**config.mk**
```make
export PLATFORM = sky130hd
export DESIGN_NAME = utf8_byte_stream_decoder
export DESIGN_NICKNAME = d
export VERILOG_FILES = /design/src/rtl/utf8_pkg.sv /design/src/rtl/utf8_byte_stream_decoder.sv
export SDC_FILE = /design/constraint.sdc
export NUM_CORES = 1
export LEC_CHECK = 0
export BUFFER_PORTS_ARGS = -buffer_cell sky130_fd_sc_hd__clkbuf_2
export CELL_PAD_IN_SITES_DETAIL_PLACEMENT = 0
export CELL_PAD_IN_SITES_GLOBAL_PLACEMENT = 1
export CORE_UTILIZATION = 35
export CTS_CLUSTER_SIZE = 28
export DETAILED_ROUTE_END_ITERATION = 12
export GPL_TIMING_DRIVEN = 0
export PLACE_DENSITY_LB_ADDON = 0.1
export SETUP_SLACK_MARGIN = 0.05
export SYNTH_ARGS = -nofsm -noshare
export SYNTH_HDL_FRONTEND = slang
export SYNTH_SLANG_ARGS = --single-unit
export TNS_END_PERCENT = 20
```
**constraint.sdc**
```tcl
create_clock -name clk -period 6.52 [get_ports clk]
set_input_delay 0.652 -clock clk [delete_from_list [all_inputs] [get_ports clk]]
set_output_delay 0.652 -clock clk [all_outputs]
set_load 0.01 [all_outputs]
```
**src/rtl/utf8_pkg.sv**
```systemverilog
// Shared types, constants and decode functions for the UTF-8 byte stream decoder.
package utf8_pkg;

  localparam int unsigned CP_W = 21;

  localparam logic [CP_W-1:0] QMARK_CP = 21'h00003F;

  // Sequence lengths selected by a lead byte.
  localparam logic [2:0] LEN_BAD  = 3'd0;
  localparam logic [2:0] LEN_ONE  = 3'd1;
  localparam logic [2:0] LEN_TWO  = 3'd2;
  localparam logic [2:0] LEN_THREE = 3'd3;
  localparam logic [2:0] LEN_FOUR = 3'd4;

  typedef struct packed {
    logic [CP_W-1:0] cp;
    logic            run_last;
    logic            string_end;
  } dec_result_t;

  function automatic logic [2:0] lead_length(input logic [7:0] b);
    logic [2:0] len;
    priority if (b[7] == 1'b0)          len = LEN_ONE;
    else if (b[7:5] == 3'b110)          len = LEN_TWO;
    else if (b[7:4] == 4'b1110)         len = LEN_THREE;
    else if (b[7:3] == 5'b11110)        len = LEN_FOUR;
    else                                len = LEN_BAD;
    return len;
  endfunction

  // A byte taken alone as a lead: ASCII passes, anything else is '?'.
  function automatic logic [CP_W-1:0] single_cp(input logic [7:0] b);
    return (b[7] == 1'b0) ? {13'd0, b} : QMARK_CP;
  endfunction

  function automatic logic [CP_W-1:0] merge_seq(input logic [7:0] b0,
                                                input logic [7:0] b1,
                                                input logic [7:0] b2,
                                                input logic [7:0] b3,
                                                input logic [2:0] len);
    logic [CP_W-1:0] cp;
    unique case (len)
      LEN_ONE:   cp = {13'd0, b0};
      LEN_TWO:   cp = {10'd0, b0[4:0], b1[5:0]};
      LEN_THREE: cp = {5'd0, b0[3:0], b1[5:0], b2[5:0]};
      LEN_FOUR:  cp = {b0[2:0], b1[5:0], b2[5:0], b3[5:0]};
      default:   cp = QMARK_CP;
    endcase
    return cp;
  endfunction

endpackage

```
**src/rtl/utf8_byte_stream_decoder.sv**
```systemverilog
// UTF-8 byte stream decoder: byte input register, decode logic, result burst buffer.
//
// Throughput: one byte per cycle while the result buffer has room; the buffer
//   drains one code point per cycle while out_ready is high, so a byte that
//   yields k results holds the input until they have drained. Only a string
//   that ends inside a sequence yields more than one (up to 3).
// Reset (rst, synchronous, active high) empties the input stage and the result
//   buffer and returns the decoder to idle; held bytes are left as they are.
module utf8_byte_stream_decoder (
  input  logic                        clk,
  input  logic                        rst,
  input  logic                        in_valid,
  output logic                        in_ready,
  input  logic [7:0]                  in_byte,
  input  logic                        in_last,
  output logic                        out_valid,
  input  logic                        out_ready,
  output logic [utf8_pkg::CP_W-1:0]   code_point,
  output logic                        run_last,
  output logic                        string_end
);
  import utf8_pkg::*;

  // ---------------------------------------------------------------------------
  // Input stage: one byte transaction is registered here before decode.
  // ---------------------------------------------------------------------------
  logic       stg_valid;
  logic [7:0] stg_byte;
  logic       stg_last;
  logic       stg_take;   // stage byte is decoded and its results loaded

  // ---------------------------------------------------------------------------
  // Decoder state: bytes of the sequence in progress, lead first.
  // held_count == 0 means idle.
  // ---------------------------------------------------------------------------
  logic [7:0] held_bytes [3];
  logic [1:0] held_count, held_count_next;
  logic [2:0] needed_total, needed_total_next;
  logic       hold_byte;  // stage byte goes into held_bytes[held_count]

  // ---------------------------------------------------------------------------
  // Result burst buffer: up to three results, entry 0 is presented.
  // ---------------------------------------------------------------------------
  dec_result_t res_buf [3];
  logic [1:0]  res_cnt;
  logic        buf_free;

  // Decode outputs for the stage byte
  dec_result_t dec_res [3];
  logic [1:0]  dec_cnt;

  // Buffer can take a new burst if empty, or if its only entry leaves now.
  assign buf_free = (res_cnt == 2'd0) || ((res_cnt == 2'd1) && out_ready);
  assign stg_take = stg_valid && buf_free;
  assign in_ready = !stg_valid || stg_take;

  assign out_valid  = (res_cnt != 2'd0);
  assign code_point = res_buf[0].cp;
  assign run_last   = res_buf[0].run_last;
  assign string_end = res_buf[0].string_end;

  // ---------------------------------------------------------------------------
  // Decode: one pass over state and the stage byte.
  // ---------------------------------------------------------------------------
  logic [2:0] lead_len;
  logic [2:0] n_bytes;     // bytes in the sequence including this one
  logic [7:0] seq1, seq2;  // sequence bytes 1 and 2 with the stage byte merged in
  logic [2:0] held1_len;

  always_comb begin
    lead_len  = lead_length(stg_byte);
    n_bytes   = {1'b0, held_count} + 3'd1;
    seq1      = (held_count == 2'd1) ? stg_byte : held_bytes[1];
    seq2      = (held_count == 2'd2) ? stg_byte : held_bytes[2];
    held1_len = lead_length(held_bytes[1]);

    held_count_next   = held_count;
    needed_total_next = needed_total;
    hold_byte         = 1'b0;
    dec_cnt           = 2'd0;
    for (int i = 0; i < 3; i++) begin
      dec_res[i] = '{cp: QMARK_CP, run_last: 1'b0, string_end: 1'b0};
    end

    if (held_count == 2'd0) begin
      // Idle: the byte is a lead.
      if (lead_len == LEN_BAD || lead_len == LEN_ONE) begin
        dec_cnt    = 2'd1;
        dec_res[0] = '{cp: single_cp(stg_byte), run_last: 1'b1, string_end: stg_last};
      end else if (stg_last) begin
        // Multibyte lead with nothing after it
        dec_cnt    = 2'd1;
        dec_res[0] = '{cp: QMARK_CP, run_last: 1'b1, string_end: 1'b1};
      end else begin
        hold_byte         = 1'b1;
        held_count_next   = 2'd1;
        needed_total_next = lead_len;
      end
    end else if (n_bytes == needed_total) begin
      // Sequence complete
      held_count_next   = 2'd0;
      needed_total_next = 3'd0;
      dec_cnt           = 2'd1;
      dec_res[0] = '{cp: merge_seq(held_bytes[0], seq1, seq2, stg_byte, needed_total),
                     run_last: 1'b1, string_end: stg_last};
    end else if (!stg_last) begin
      hold_byte       = 1'b1;
      held_count_next = n_bytes[1:0];
    end else begin
      // String ends inside a sequence: '?' for the lead, then the bytes after
      // the lead are decoded again, starting from a fresh lead.
      held_count_next   = 2'd0;
      needed_total_next = 3'd0;
      if (held_count == 2'd1) begin
        dec_cnt    = 2'd2;
        dec_res[1] = '{cp: single_cp(stg_byte), run_last: 1'b1, string_end: 1'b1};
      end else if (held1_len == LEN_TWO) begin
        dec_cnt    = 2'd2;
        dec_res[1] = '{cp: merge_seq(held_bytes[1], stg_byte, 8'd0, 8'd0, LEN_TWO),
                       run_last: 1'b1, string_end: 1'b1};
      end else begin
        dec_cnt    = 2'd3;
        dec_res[1] = '{cp: single_cp(held_bytes[1]), run_last: 1'b0, string_end: 1'b0};
        dec_res[2] = '{cp: single_cp(stg_byte), run_last: 1'b1, string_end: 1'b1};
      end
    end
  end

  // ---------------------------------------------------------------------------
  // Registers
  // ---------------------------------------------------------------------------
  always_ff @(posedge clk) begin
    if (rst) begin
      stg_valid <= 1'b0;
    end else if (in_ready) begin
      stg_valid <= in_valid;
    end
  end

  always_ff @(posedge clk) begin
    if (in_valid && in_ready) begin
      stg_byte <= in_byte;
      stg_last <= in_last;
    end
  end

  always_ff @(posedge clk) begin
    if (rst) begin
      held_count   <= 2'd0;
      needed_total <= 3'd0;
    end else if (stg_take) begin
      held_count   <= held_count_next;
      needed_total <= needed_total_next;
    end
  end

  always_ff @(posedge clk) begin
    if (stg_take && hold_byte) begin
      held_bytes[held_count] <= stg_byte;
    end
  end

  always_ff @(posedge clk) begin
    if (rst) begin
      res_cnt <= 2'd0;
    end else if (stg_take) begin
      res_cnt <= dec_cnt;
    end else if (out_valid && out_ready) begin
      res_cnt <= res_cnt - 2'd1;
    end
  end

  always_ff @(posedge clk) begin
    if (stg_take) begin
      res_buf <= dec_res;
    end else if (out_valid && out_ready) begin
      res_buf[0] <= res_buf[1];
      res_buf[1] <= res_buf[2];
    end
  end

  // ---------------------------------------------------------------------------
  // Assertions
  // ---------------------------------------------------------------------------
  // A sequence in progress always still needs more bytes.
  a_held_below_needed: assert property (@(posedge clk) disable iff (rst)
    (held_count != 2'd0) |-> (needed_total > {1'b0, held_count}))
    else $error("held_count not below needed_total");

  // Idle decoder carries no pending length.
  a_idle_clean: assert property (@(posedge clk) disable iff (rst)
    (held_count == 2'd0) |-> (needed_total == 3'd0))
    else $error("needed_total set while idle");

  // A three-result burst always opens with '?' for the truncated lead.
  a_burst_qmark: assert property (@(posedge clk) disable iff (rst)
    (stg_take && dec_cnt == 2'd3) |-> (dec_res[0].cp == QMARK_CP))
    else $error("three-result burst without leading replacement");

  // After a result that is not the last of its byte, another follows at once.
  a_burst_continues: assert property (@(posedge clk) disable iff (rst)
    (out_valid && out_ready && !run_last) |=> out_valid)
    else $error("burst ended before run_last");

endmodule

```
==> Word level (Yosys, flattened, before mapping) <==
Memories as Yosys holds them, arrays and structs flattened.
Index checks and enable logic that the tools add are counted.
{ "totals": {"wordCells": 107, "mem_count": 1, "reg_bits": 86, "out_inout_bits": 25, "ram_bits": 24, "input_bits": 13} }
{ "memory_table": {"columns": ["memory", "words", "width", "rd", "rd_ports_with_merged_regs", "wr", "line", "rtl"], "rows": [
  ["held_bytes", 3, 8, 3, 0, 1, "utf8_byte_stream_decoder.sv:36", "logic [7:0] held_bytes [3];"]
]} }
{ "op_classes": {"reduce_logical": 19, "n_eq_ne": 18, "n_bitwise": 1, "n_mux": 51, "n_addsub": 2} }
{ "ops": {"columns": ["operator", "n"], "rows": [
  ["46-bit 2-to-1 mux", 5],
  ["21-bit case mux with 4 select lines", 1],
  ["23-bit 2-to-1 mux", 2],
  ["3-bit 2-to-1 mux", 13],
  ["9-bit 2-to-1 mux", 3],
  ["13-bit 2-to-1 mux", 2],
  ["2-bit 2-to-1 mux", 11],
  ["7-bit 2-to-1 mux", 2],
  ["6-bit 2-to-1 mux", 2],
  ["5-bit equality test (second input constant)", 2],
  ["1-bit 2-to-1 mux", 10],
  ["3-bit by 2-bit equality test with 1-bit output (second input constant)", 3],
  ["3-bit equality test (second input constant)", 3],
  ["4-bit equality test (second input constant)", 2],
  ["3-bit by 1-bit equality test with 1-bit output (second input constant)", 2],
  ["1-bit logical AND", 5],
  ["5-bit OR reduction", 1],
  ["2-bit by 1-bit equality test with 1-bit output (second input constant)", 2],
  ["2-bit logical NOT", 2],
  ["2-bit != test (second input constant)", 2],
  ["4-bit AND reduction", 1],
  ["2-bit nonzero test", 2],
  ["4-bit OR reduction", 1],
  ["2-bit by 1-bit adder with 3-bit output (second input constant)", 1],
  ["9 further kinds", 11]
]} }

==> Depth between registers and ports, before layout <==
Gate-level depths: netlist of run 1.
An unclocked memory read counts as a cell.
{ "logic_depth": {"depth_word": 13, "mapped_depth": 8, "ltp_nobuf": 7} }

==> Least setup slack after synthesis of run 1 <==
Ideal clock, no wire load.
{ "synth_timing": {"kind": "register to register", "from": "reg held_count[0]", "to": "reg res_buf[2] (netlist bit), data pin", "t_required_ns": 6.255, "slack_ns": 4.461, "arrival_time_ns": 1.794, "synth_period_minus_slack_ns": 2.059, "stages_incl_launch_ff": 7, "path_buffers": 0, "cell_sequence": "dfxtp_1 -> inv_1 -> ha_1 -> xnor2_1 -> a31oi_1 -> nand3_1 -> or3_1"} }
{ "synth_via": {"elab_chain_cells": 3, "word_cells_on_any_way": 5, "cone_classes": "1 x add/sub; 2 x eq/ne; 2 x reduce/logical"} }
{ "synth_rtl": {"columns": ["element", "line", "rtl"], "rows": [
  ["start: declaration", "utf8_byte_stream_decoder.sv:37", "logic [1:0] held_count, held_count_next;"],
  ["start signal: assignment", "utf8_byte_stream_decoder.sv:152", "held_count <= held_count_next;"],
  ["2-bit by 1-bit adder with 3-bit output", "utf8_byte_stream_decoder.sv:72", "n_bytes = {1'b0, held_count} + 3'd1;"],
  ["3-bit equality test", "utf8_byte_stream_decoder.sv:99", "end else if (n_bytes == needed_total) begin"],
  ["5-bit OR reduction (no source line) *", null, null],
  ["end signal: assignment", "utf8_byte_stream_decoder.sv:175", "res_buf <= dec_res;"],
  ["end: declaration", "utf8_byte_stream_decoder.sv:44", "dec_result_t res_buf [3];"]
]} }
Every way passes the cells marked *; elsewhere a longest branch is shown, timed or not.
A chain may end at the register's enable or synchronous reset.

==> Worst setup path after layout of run 1 <==
{ "layout_timing": {"from": "reg held_count[0]", "to": "reg res_buf (netlist bit code_point[3]), data pin"} }
{ "layout_via": {"elab_chain_cells": 6, "word_cells_on_any_way": 11, "cone_classes": "1 x add/sub; 3 x eq/ne; 6 x mux; 1 x reduce/logical"} }
{ "layout_rtl": {"columns": ["element", "line", "rtl"], "rows": [
  ["2-bit equality test or 2-bit by 1-bit equality test with 1-bit output (tied branches)", "utf8_byte_stream_decoder.sv:74, utf8_byte_stream_decoder.sv:73", null],
  ["6-bit 2-to-1 mux, on equally long branches", "utf8_byte_stream_decoder.sv:74, utf8_byte_stream_decoder.sv:73", null],
  ["21-bit case mux with 4 select lines", "utf8_pkg.sv:42", "unique case (len)"],
  ["23-bit 2-to-1 mux", "utf8_byte_stream_decoder.sv:99", null],
  ["23-bit 2-to-1 mux *", "utf8_byte_stream_decoder.sv:85", "if (held_count == 2'd0) begin"],
  ["46-bit 2-to-1 mux *", "utf8_byte_stream_decoder.sv:174", "if (stg_take) begin"]
]} }
Marks and branches as above.

==> results.cfg, run 1 <==
[cells_and_area]
antenna_cells = 0
area_delta_synth_final_pct = 15.31
drive_gt1_frac = 0.2104
fill_cells = 1094
nets = 438
fin_area_sq_um = 4852

[setup_path]
crit_arrival_ps = 2760
worstPathBufferInverterCount = 2
regToRegSetupSlack_ps = 3830
path_max_fanout = 10
rr_worst_depth = 7
cpMaxStageDelayCell = nor4_1
end_kind = register
r2r-end = code_point[3]
reg2reg_from = held_count[0]
cp-start-kind = register
crit_cells = 7
critPathMostFrequentCell = buf_2
cpPeakStageDelay_ps = 540
cpLargestDelayFamily = simple AND/OR/NAND/NOR gates
required_ps = 6590
criticalPathCategory = reg2reg
crit_chain = ha_1 > buf_2 > buf_2 > mux2i_1 > o22ai_1 > nor4_1 > o31ai_1
startpoint = held_count[0]
cp-endpoint = code_point[3]

[sta]
fin_setup_tns_ps = 0
worstMarginPinSlew_ps = 911.6
min_period_over_period = 0.4120
fin_crit_ps = 2686
skew_ps = 5.758
rsz0062_at_grt = no
fmax_mhz = 372.2
slew_headroom = 0.3923
drv_slew = 0
setup_violations = 0
hold_viol_final = 0

[route]
num_vias = 3038
viasPerCell = 5.367
drc = 4
wl_per_cell_um = 19.17
ant_nets = 0
drtPass1Iterations = 8
wl_um = 10850
drt_iter0_drc = 197

[placed_design]
port_buffers = 36
place_congestion = 0.8046
dp_hpwl_um = 7825
placed_area_sq_um = 4567

[die]
core_sq_um = 11560
initial_core_util = 0.3638
io_pins = 38
die_x_um = 111.6
dieArea_sq_um = 12460
die_h_um = 111.6
rows = 39

[clocking]
ctsHoldBuffers = 0
cts_buffers = 9
clockBufferDepth = 2
cts_resized = 0
clock-sinks = 82
cts_max_level = 3
clkLatencyLatePin_ps = 340
path_clk_slew_ps = 60
tritoncts = built
ctsRootBufferMaster = clkbuf_16
cts_setup_buffers = 0

[run]
maxCapViolCount = 0

[grt]
grt_pass1_wl_um = 16770
grt_remaining_overflow = 0
track_usage = 0.1832
grt_pass1_vias = 2834
grt_max_degree = 40
antenna_found_initial = 0

[pwr]
vdd.ir_drop.worst_mv = 0.1365
power_density_nw_per_um2 = 274.7
power.static_leakage_nw = 1.731

[synth]
synth_seq_area_share = 0.5662
synthCells = 372
synth_warnings = 0
yosys.area.top_type_share = 0.5281
netlist_area_sq_um = 4208
synth.most_common_cell = edfxtp_1
synth_fp_nets = 391
synth_area_leaders = edfxtp_1, buf_4, dfxtp_1
syn_avg_cell_area_sq_um = 11.31
synth-edff-count = 74
ys.flop_type = edfxtp_1
yosysUniqueCellTypes = 61
synth-seq-cells = 82
synthArstFlopShare = 0
synth_top_cell_by_area = edfxtp_1
synth_common_cells = edfxtp_1, nor2_1, buf_4, nand2_1, a21oi_1

[worst_hold_path]
holdCritPathClass = in2reg

[outcome]
status = finished, violations left
violations = design-rule violations
==> report_power, final <==
part	switching, mW	total [mW]	leakage (nW)	internal (mW)
logic	0.113	0.184	0.870	0.0710
clock network	0.204	0.498	0.140	0.294
registers	0.0211	0.651	0.720	0.629
total	0.339	1.33	1.73	0.994
==> metal layers <==
| layer | track usage | vias up | routed length, um |
|---|---|---|---|
| li1 | - | 1462 | - |
| met1 | 0.2417 | 1452 | 4847 |
| met2 | 0.2907 | 105 | 5186 |
| met3 | 0.03321 | 19 | 551 |
| met4 | 0.08919 | 0 | 265 |
| met5 | 0 | - | 0 |
==> layout make-up <==
type	count	area, sq um	share of cell area
clock inverter	5	56.30	0.01160
timing repair buffer	36	180.2	0.03713
clock buffer	10	229.0	0.04719
multi-input combinational	235	1513	0.3118
tap	143	178.9	0.03687
buffer	43	267.8	0.05518
sequential	82	2382	0.4910
inverter	12	45.04	0.009283
==> worst min-delay path by stage <==
stage / start / to / slack, ps / cells past startpoint
2_1_floorplan: stg_byte[3] / held_bytes[0][3] / 460 / 0
3_3_place_gp: res_cnt[1] / res_cnt[1] / 490 / 2
3_5_place_dp: res_cnt[1] / res_cnt[1] / 500 / 2
4_1_cts: in_last / stg_last / 470 / 1
5_1_grt: in_byte[3] / stg_byte[3] / 470 / 1
6_report: in_last / stg_last / 480 / 1
==> cells in the final DEF (no fill, tap or decap), types with 6 or more instances in the layout <==
cell and n:
clkbuf_16 9, edfxtp_1 74, nor2_1 38, nand2b_1 7, inv_1 11, nand3_1 8
buf_4 23, ha_1 6, o22ai_1 10, a31oi_1 6, a21oi_1 19, dfxtp_1 8
o21ai_0 8, nor2b_1 8, clkbuf_2 36, clkbuf_1 12, nand2_1 21, or3_1 6
mux2i_1 12
==> registers in the layout, indices dropped and copies added, names as in the netlist <==
signal	flops
code_point	21
res_cnt	2
string_end	1
run_last	1
needed_total	3
stg_valid	1
held_count	2
stg_last	1
stg_byte	8
held_bytes	22
res_buf	20
==> stage by stage <==
step | cells | util | setup WS [ps] | hold slack, ps | total power, mW
after floorplan | 372 | - | 4461 | 461.6 | 0.7774
after global placement | 551 | 0.3949 | 3822 | 488.0 | 0.8456
after detailed placement | 551 | 0.3949 | 3820 | 500.6 | 0.8491
after CTS | 566 | 0.4196 | 3823 | 470.6 | 1.348
after global routing | 566 | 0.4196 | 3634 | 472.6 | 1.387
final | 566 | 0.4196 | 3834 | 479.7 | 1.333
==> cell families (layout without fill, tap and decap cells) <==
| logic type | after synthesis | after routing | synth area share |
|---|---|---|---|
| and+or+nand+nor | 121 | 121 | 0.1508 |
| AOI/OAI and AO/OA | 86 | 86 | 0.1392 |
| DFF | 82 | 82 | 0.5662 |
| buffers and inverters | 55 | 106 | 0.07434 |
| muxes | 16 | 16 | 0.03925 |
| adders and majority gates | 6 | 6 | 0.01784 |
| xor gates and xnor gates | 6 | 6 | 0.01249 |
(Power assumes the default switching activity.)
==> inputs of run 2 (changes only) <==
Clock period 6.52 ns to 2.3 ns, I/O delays scaled along.
==> results.cfg, run 2 (synthesis gave the netlist of run 1 again) <==
[setup_path]
cpLargestDelayFamily = compound AO/OA/AOI/OAI gates
required_ps = 2370
path_max_fanout = 7
crit_chain = inv_1 > ha_1 > mux2i_1 > o32ai_1 > o211ai_1 > a31oi_1
cpMaxStageDelayCell = ha_1
cpPeakStageDelay_ps = 430
end_kind = register
worstPathBufferInverterCount = 1
crit_arrival_ps = 2290
criticalPathCategory = reg2reg
cp-start-kind = register

[sta]
holdWs_ps = 55.28
drv_slew = 0
fin_crit_ps = 2215
rsz0062_at_grt = yes
skew_ps = 5.506
fin_ws_ps = 85.25
setup_violations = 0
slew_headroom = 0.5878
worstMarginPinSlew_ps = 618.3
min_period_over_period = 0.9629
fmax_mhz = 451.5
hold_viol_final = 0
fin_setup_tns_ps = 0

[cells_and_area]
area_delta_synth_final_pct = 19.06
drive_gt1_frac = 0.2630
nets = 437
final_cell_mix = edfxtp_1, clkbuf_2, nor2_1
fill_cells = 1077
final_common_cell = edfxtp_1
top_register = held_bytes
largest_reg_flops = 22
antenna_cells = 0
fin_util = 0.4332

[pwr]
vdd.ir_drop.worst_mv = 0.3924
p_sw_frac = 0.2568
power.internal_mw = 2.829
power_switching_mw = 0.9777
power_density_nw_per_um2 = 759.9
power.static_leakage_nw = 1.763
combPwrFrac = 0.143
p_seq_frac = 0.484
total_power_mw = 3.807
pwr-share-clk = 0.373

[die]
die_h_um = 111.6
dieArea_sq_um = 12460
rows = 39
initial_core_util = 0.3638
core_sq_um = 11560
die_x_um = 111.6
io_pins = 38

[outcome]
violations = design-rule violations
status = finished, violations left

[placed_design]
place_ws_ps = -377.6
dp_hpwl_um = 7825
port_buffers = 36
place_congestion = 0.8046

[route]
ant_nets = 0
viasPerCell = 5.444
wl_um = 10960
wl_per_cell_um = 19.39
num_vias = 3076
met1_length_um = 4906
wl_met2_um = 5224
wl_met3_um = 499
drc = 4
routed.top_layer = met4
drtPass1Iterations = 9
drt_iter0_drc = 156

[clocking]
cts_setup_buffers = 0
cts_max_level = 3
cts_buffers = 9
clkLatencyLatePin_ps = 350
clockBufferDepth = 2
ctsRootBufferMaster = clkbuf_16
path_clk_slew_ps = 60
ctsHoldBuffers = 0
tritoncts = built
clock-sinks = 82

[grt]
antenna_found_initial = 0
grt_pass1_wl_um = 16860
grt_remaining_overflow = 0
track_usage = 0.1839
grt_max_degree = 40
grt_pass1_vias = 2870

[run]
maxCapViolCount = 0

[worst_hold_path]
holdCritPathClass = in2reg
==> run 2: layout make-up <==
type,count,area [sq um],share of cell area
clock buffers,10,229.0,0.04570
flip-flops and latches,82,2386,0.4763
multi-input cells,235,1658,0.3309
inverters,12,45.04,0.008991
well taps,143,178.9,0.03571
clock inverters,5,56.30,0.01124
repair buffers,36,180.2,0.03596
plain buffers,42,276.5,0.05519
==> run 2: layer usage <==
layer | up-vias | GRT usage
li1 | 1461 | -
met1 | 1475 | 0.2397
met2 | 114 | 0.2907
met3 | 26 | 0.03484
met4 | 0 | 0.09730
met5 | - | 0
==> run 2: power by group through the flow <==
stage               Clock (mW)  Sequential, mW  Combinational (mW)
floorplan                    0            1.85               0.350
global placement             0            1.87               0.525
detailed placement           0            1.88               0.531
CTS                       1.44            1.85               0.547
global route              1.50            1.86               0.606
finish                    1.42            1.84               0.546
==> run 2: stage by stage <==
| step | cell area [sq um] | std cells |
|---|---|---|
| floorplan | 4208 | 372 |
| global placement | 4567 | 551 |
| detailed placement | 4567 | 551 |
| CTS | 4961 | 565 |
| global route | 5010 | 565 |
| finish | 5010 | 565 |
==> run 2: worst register-to-register path, delay by kind of cell, from the launching register on <==
family / cells / cell delay [ps]
muxes: 1 / 370
AOI/OAI and AO/OA: 3 / 680
adders and majority gates: 1 / 430
DFF: 1 / 380
buffers and inverters: 1 / 90
==> run 2: final timing paths <==
check	from	end	slack, ps	cells past startpoint
worst max-delay path	held_count[0]	code_point[6]	90	6
worst min-delay path	in_last	stg_last	60	1
worst max register to register	held_count[0]	code_point[6]	90	6
worst min register to register	res_cnt[1]	res_cnt[1]	510	2
==> run 2: what timing repair did <==
action / CTS / global route
gates resized for setup: 26 / 9
setup endpoints to repair: 65 / 41
pin swaps: 1 / 2
hold endpoints to repair: 0 / 0
==> inputs of run 3 (changes only) <==
Clock period 2.3 ns to 2.2 ns, I/O delays scaled along.
==> results.cfg, run 3 (synthesis gave the netlist of run 1 again) <==
[grt]
grt_pass1_wl_um = 16860
grt_remaining_overflow = 0
antenna_found_initial = 0
track_usage = 0.1836
grt_max_degree = 40
grt_pass1_vias = 2867

[placed_design]
place_inst = 551
port_buffers = 36
place_congestion = 0.8046
dp_hpwl_um = 7825
place_ws_ps = -477.6
placed_area_sq_um = 4567

[sta]
slew_headroom = 0.6075
drv_slew = 0
holdWs_ps = 44.52
worstMarginPinSlew_ps = 588.8
hold_viol_final = 0
setup_violations = 0
skew_ps = 7.490
fin_ws_ps = 76.77
rsz0062_at_grt = yes
fin_crit_ps = 2123
min_period_over_period = 0.9651
fmax_mhz = 471.0

[cells_and_area]
fin_area_sq_um = 5056
antenna_cells = 0
final_common_cell = edfxtp_1
seq_area_sq_um = 2386
largest_reg_flops = 22
nets = 437
final_cell_mix = edfxtp_1, clkbuf_2, nor2_1
top_register = held_bytes
multiInputGateArea_sq_um = 1687
fill_cells = 1075
area_delta_synth_final_pct = 20.16
fin_cells = 565
drive_gt1_frac = 0.2773

[setup_path]
crit_arrival_ps = 2300
end_kind = register
criticalPathCategory = reg2reg
path_max_fanout = 5
cp-start-kind = register
required_ps = 2370
regToRegSetupSlack_ps = 80

[route]
ant_nets = 0
num_vias = 3078
drc = 4
wl_um = 10870
drt_iter0_drc = 190
wl_per_cell_um = 19.25
drtPass1Iterations = 9
viasPerCell = 5.448

[die]
die_h_um = 111.6
io_pins = 38
rows = 39
dieArea_sq_um = 12460
core_sq_um = 11560
initial_core_util = 0.3638
die_x_um = 111.6

[worst_hold_path]
holdCritPathClass = in2reg

[outcome]
violations = design-rule violations
status = finished, violations left

[clocking]
path_clk_slew_ps = 60
cts_buffers = 9
tritoncts = built
ctsRootBufferMaster = clkbuf_16
clock-sinks = 82
clkLatencyLatePin_ps = 350
cts_max_level = 3
clockBufferDepth = 2
ctsHoldBuffers = 0

[pwr]
power_density_nw_per_um2 = 789.1
total_power_mw = 3.990
power.static_leakage_nw = 1.767
vdd.ir_drop.worst_mv = 0.4073

[run]
maxCapViolCount = 0
run 3: worst max-delay path, cell delays in order, from the launching register on:
cell and delay [ps]:
dfxtp_1 380, inv_1 80, ha_1 210, buf_2 180, mux2i_2 200, a2111oi_2 430, o211ai_1 210, a31oi_1 260
run 3: repair_timing:
item | in CTS | in global routing
setup buffers | 0 | 1
gates resized for setup | 35 | 16
setup endpoints to repair | 76 | 55
pin swaps | 3 | 0
run 3: layout make-up:
type,count,area share
inverter,12,0.009651
timing repair buffer,37,0.03712
multi-input combinational,235,0.3336
clock buffer,10,0.04529
clock inverter,5,0.01114
tap,143,0.03539
sequential,82,0.4719
buffer,41,0.05593
run 3: power breakdown:
| part | total, mW | leakage (nW) | internal, mW | switching (mW) |
|---|---|---|---|---|
| Sequential | 1.93 | 0.721 | 1.86 | 0.0686 |
| Clock | 1.48 | 0.140 | 0.871 | 0.613 |
| Combinational | 0.574 | 0.906 | 0.230 | 0.345 |
run 3: final timing paths:
| path | start | endpoint | cells after the start |
|---|---|---|---|
| worst min-delay path | in_last | stg_last | 1 |
| worst max register to register | held_count[1] | code_point[6] | 7 |
| worst max-delay path | held_count[1] | code_point[6] | 7 |
| worst min register to register | res_cnt[1] | res_cnt[1] | 2 |
run 3: metal layers:
layer,GRT usage,wire [um],vias up
met5,0,0,-
met4,0.08739,312,0
met3,0.03430,520,26
met2,0.2952,5219,115
met1,0.2390,4822,1473
li1,-,-,1464
run 3: stage by stage:
step	setup TNS (ps)	utilization
6_report	0	0.4372
5_1_grt	-25.06	0.4372
4_1_cts	-123.3	0.4331
3_5_place_dp	-17780	0.3949
3_3_place_gp	-17800	0.3949
2_1_floorplan	0	-
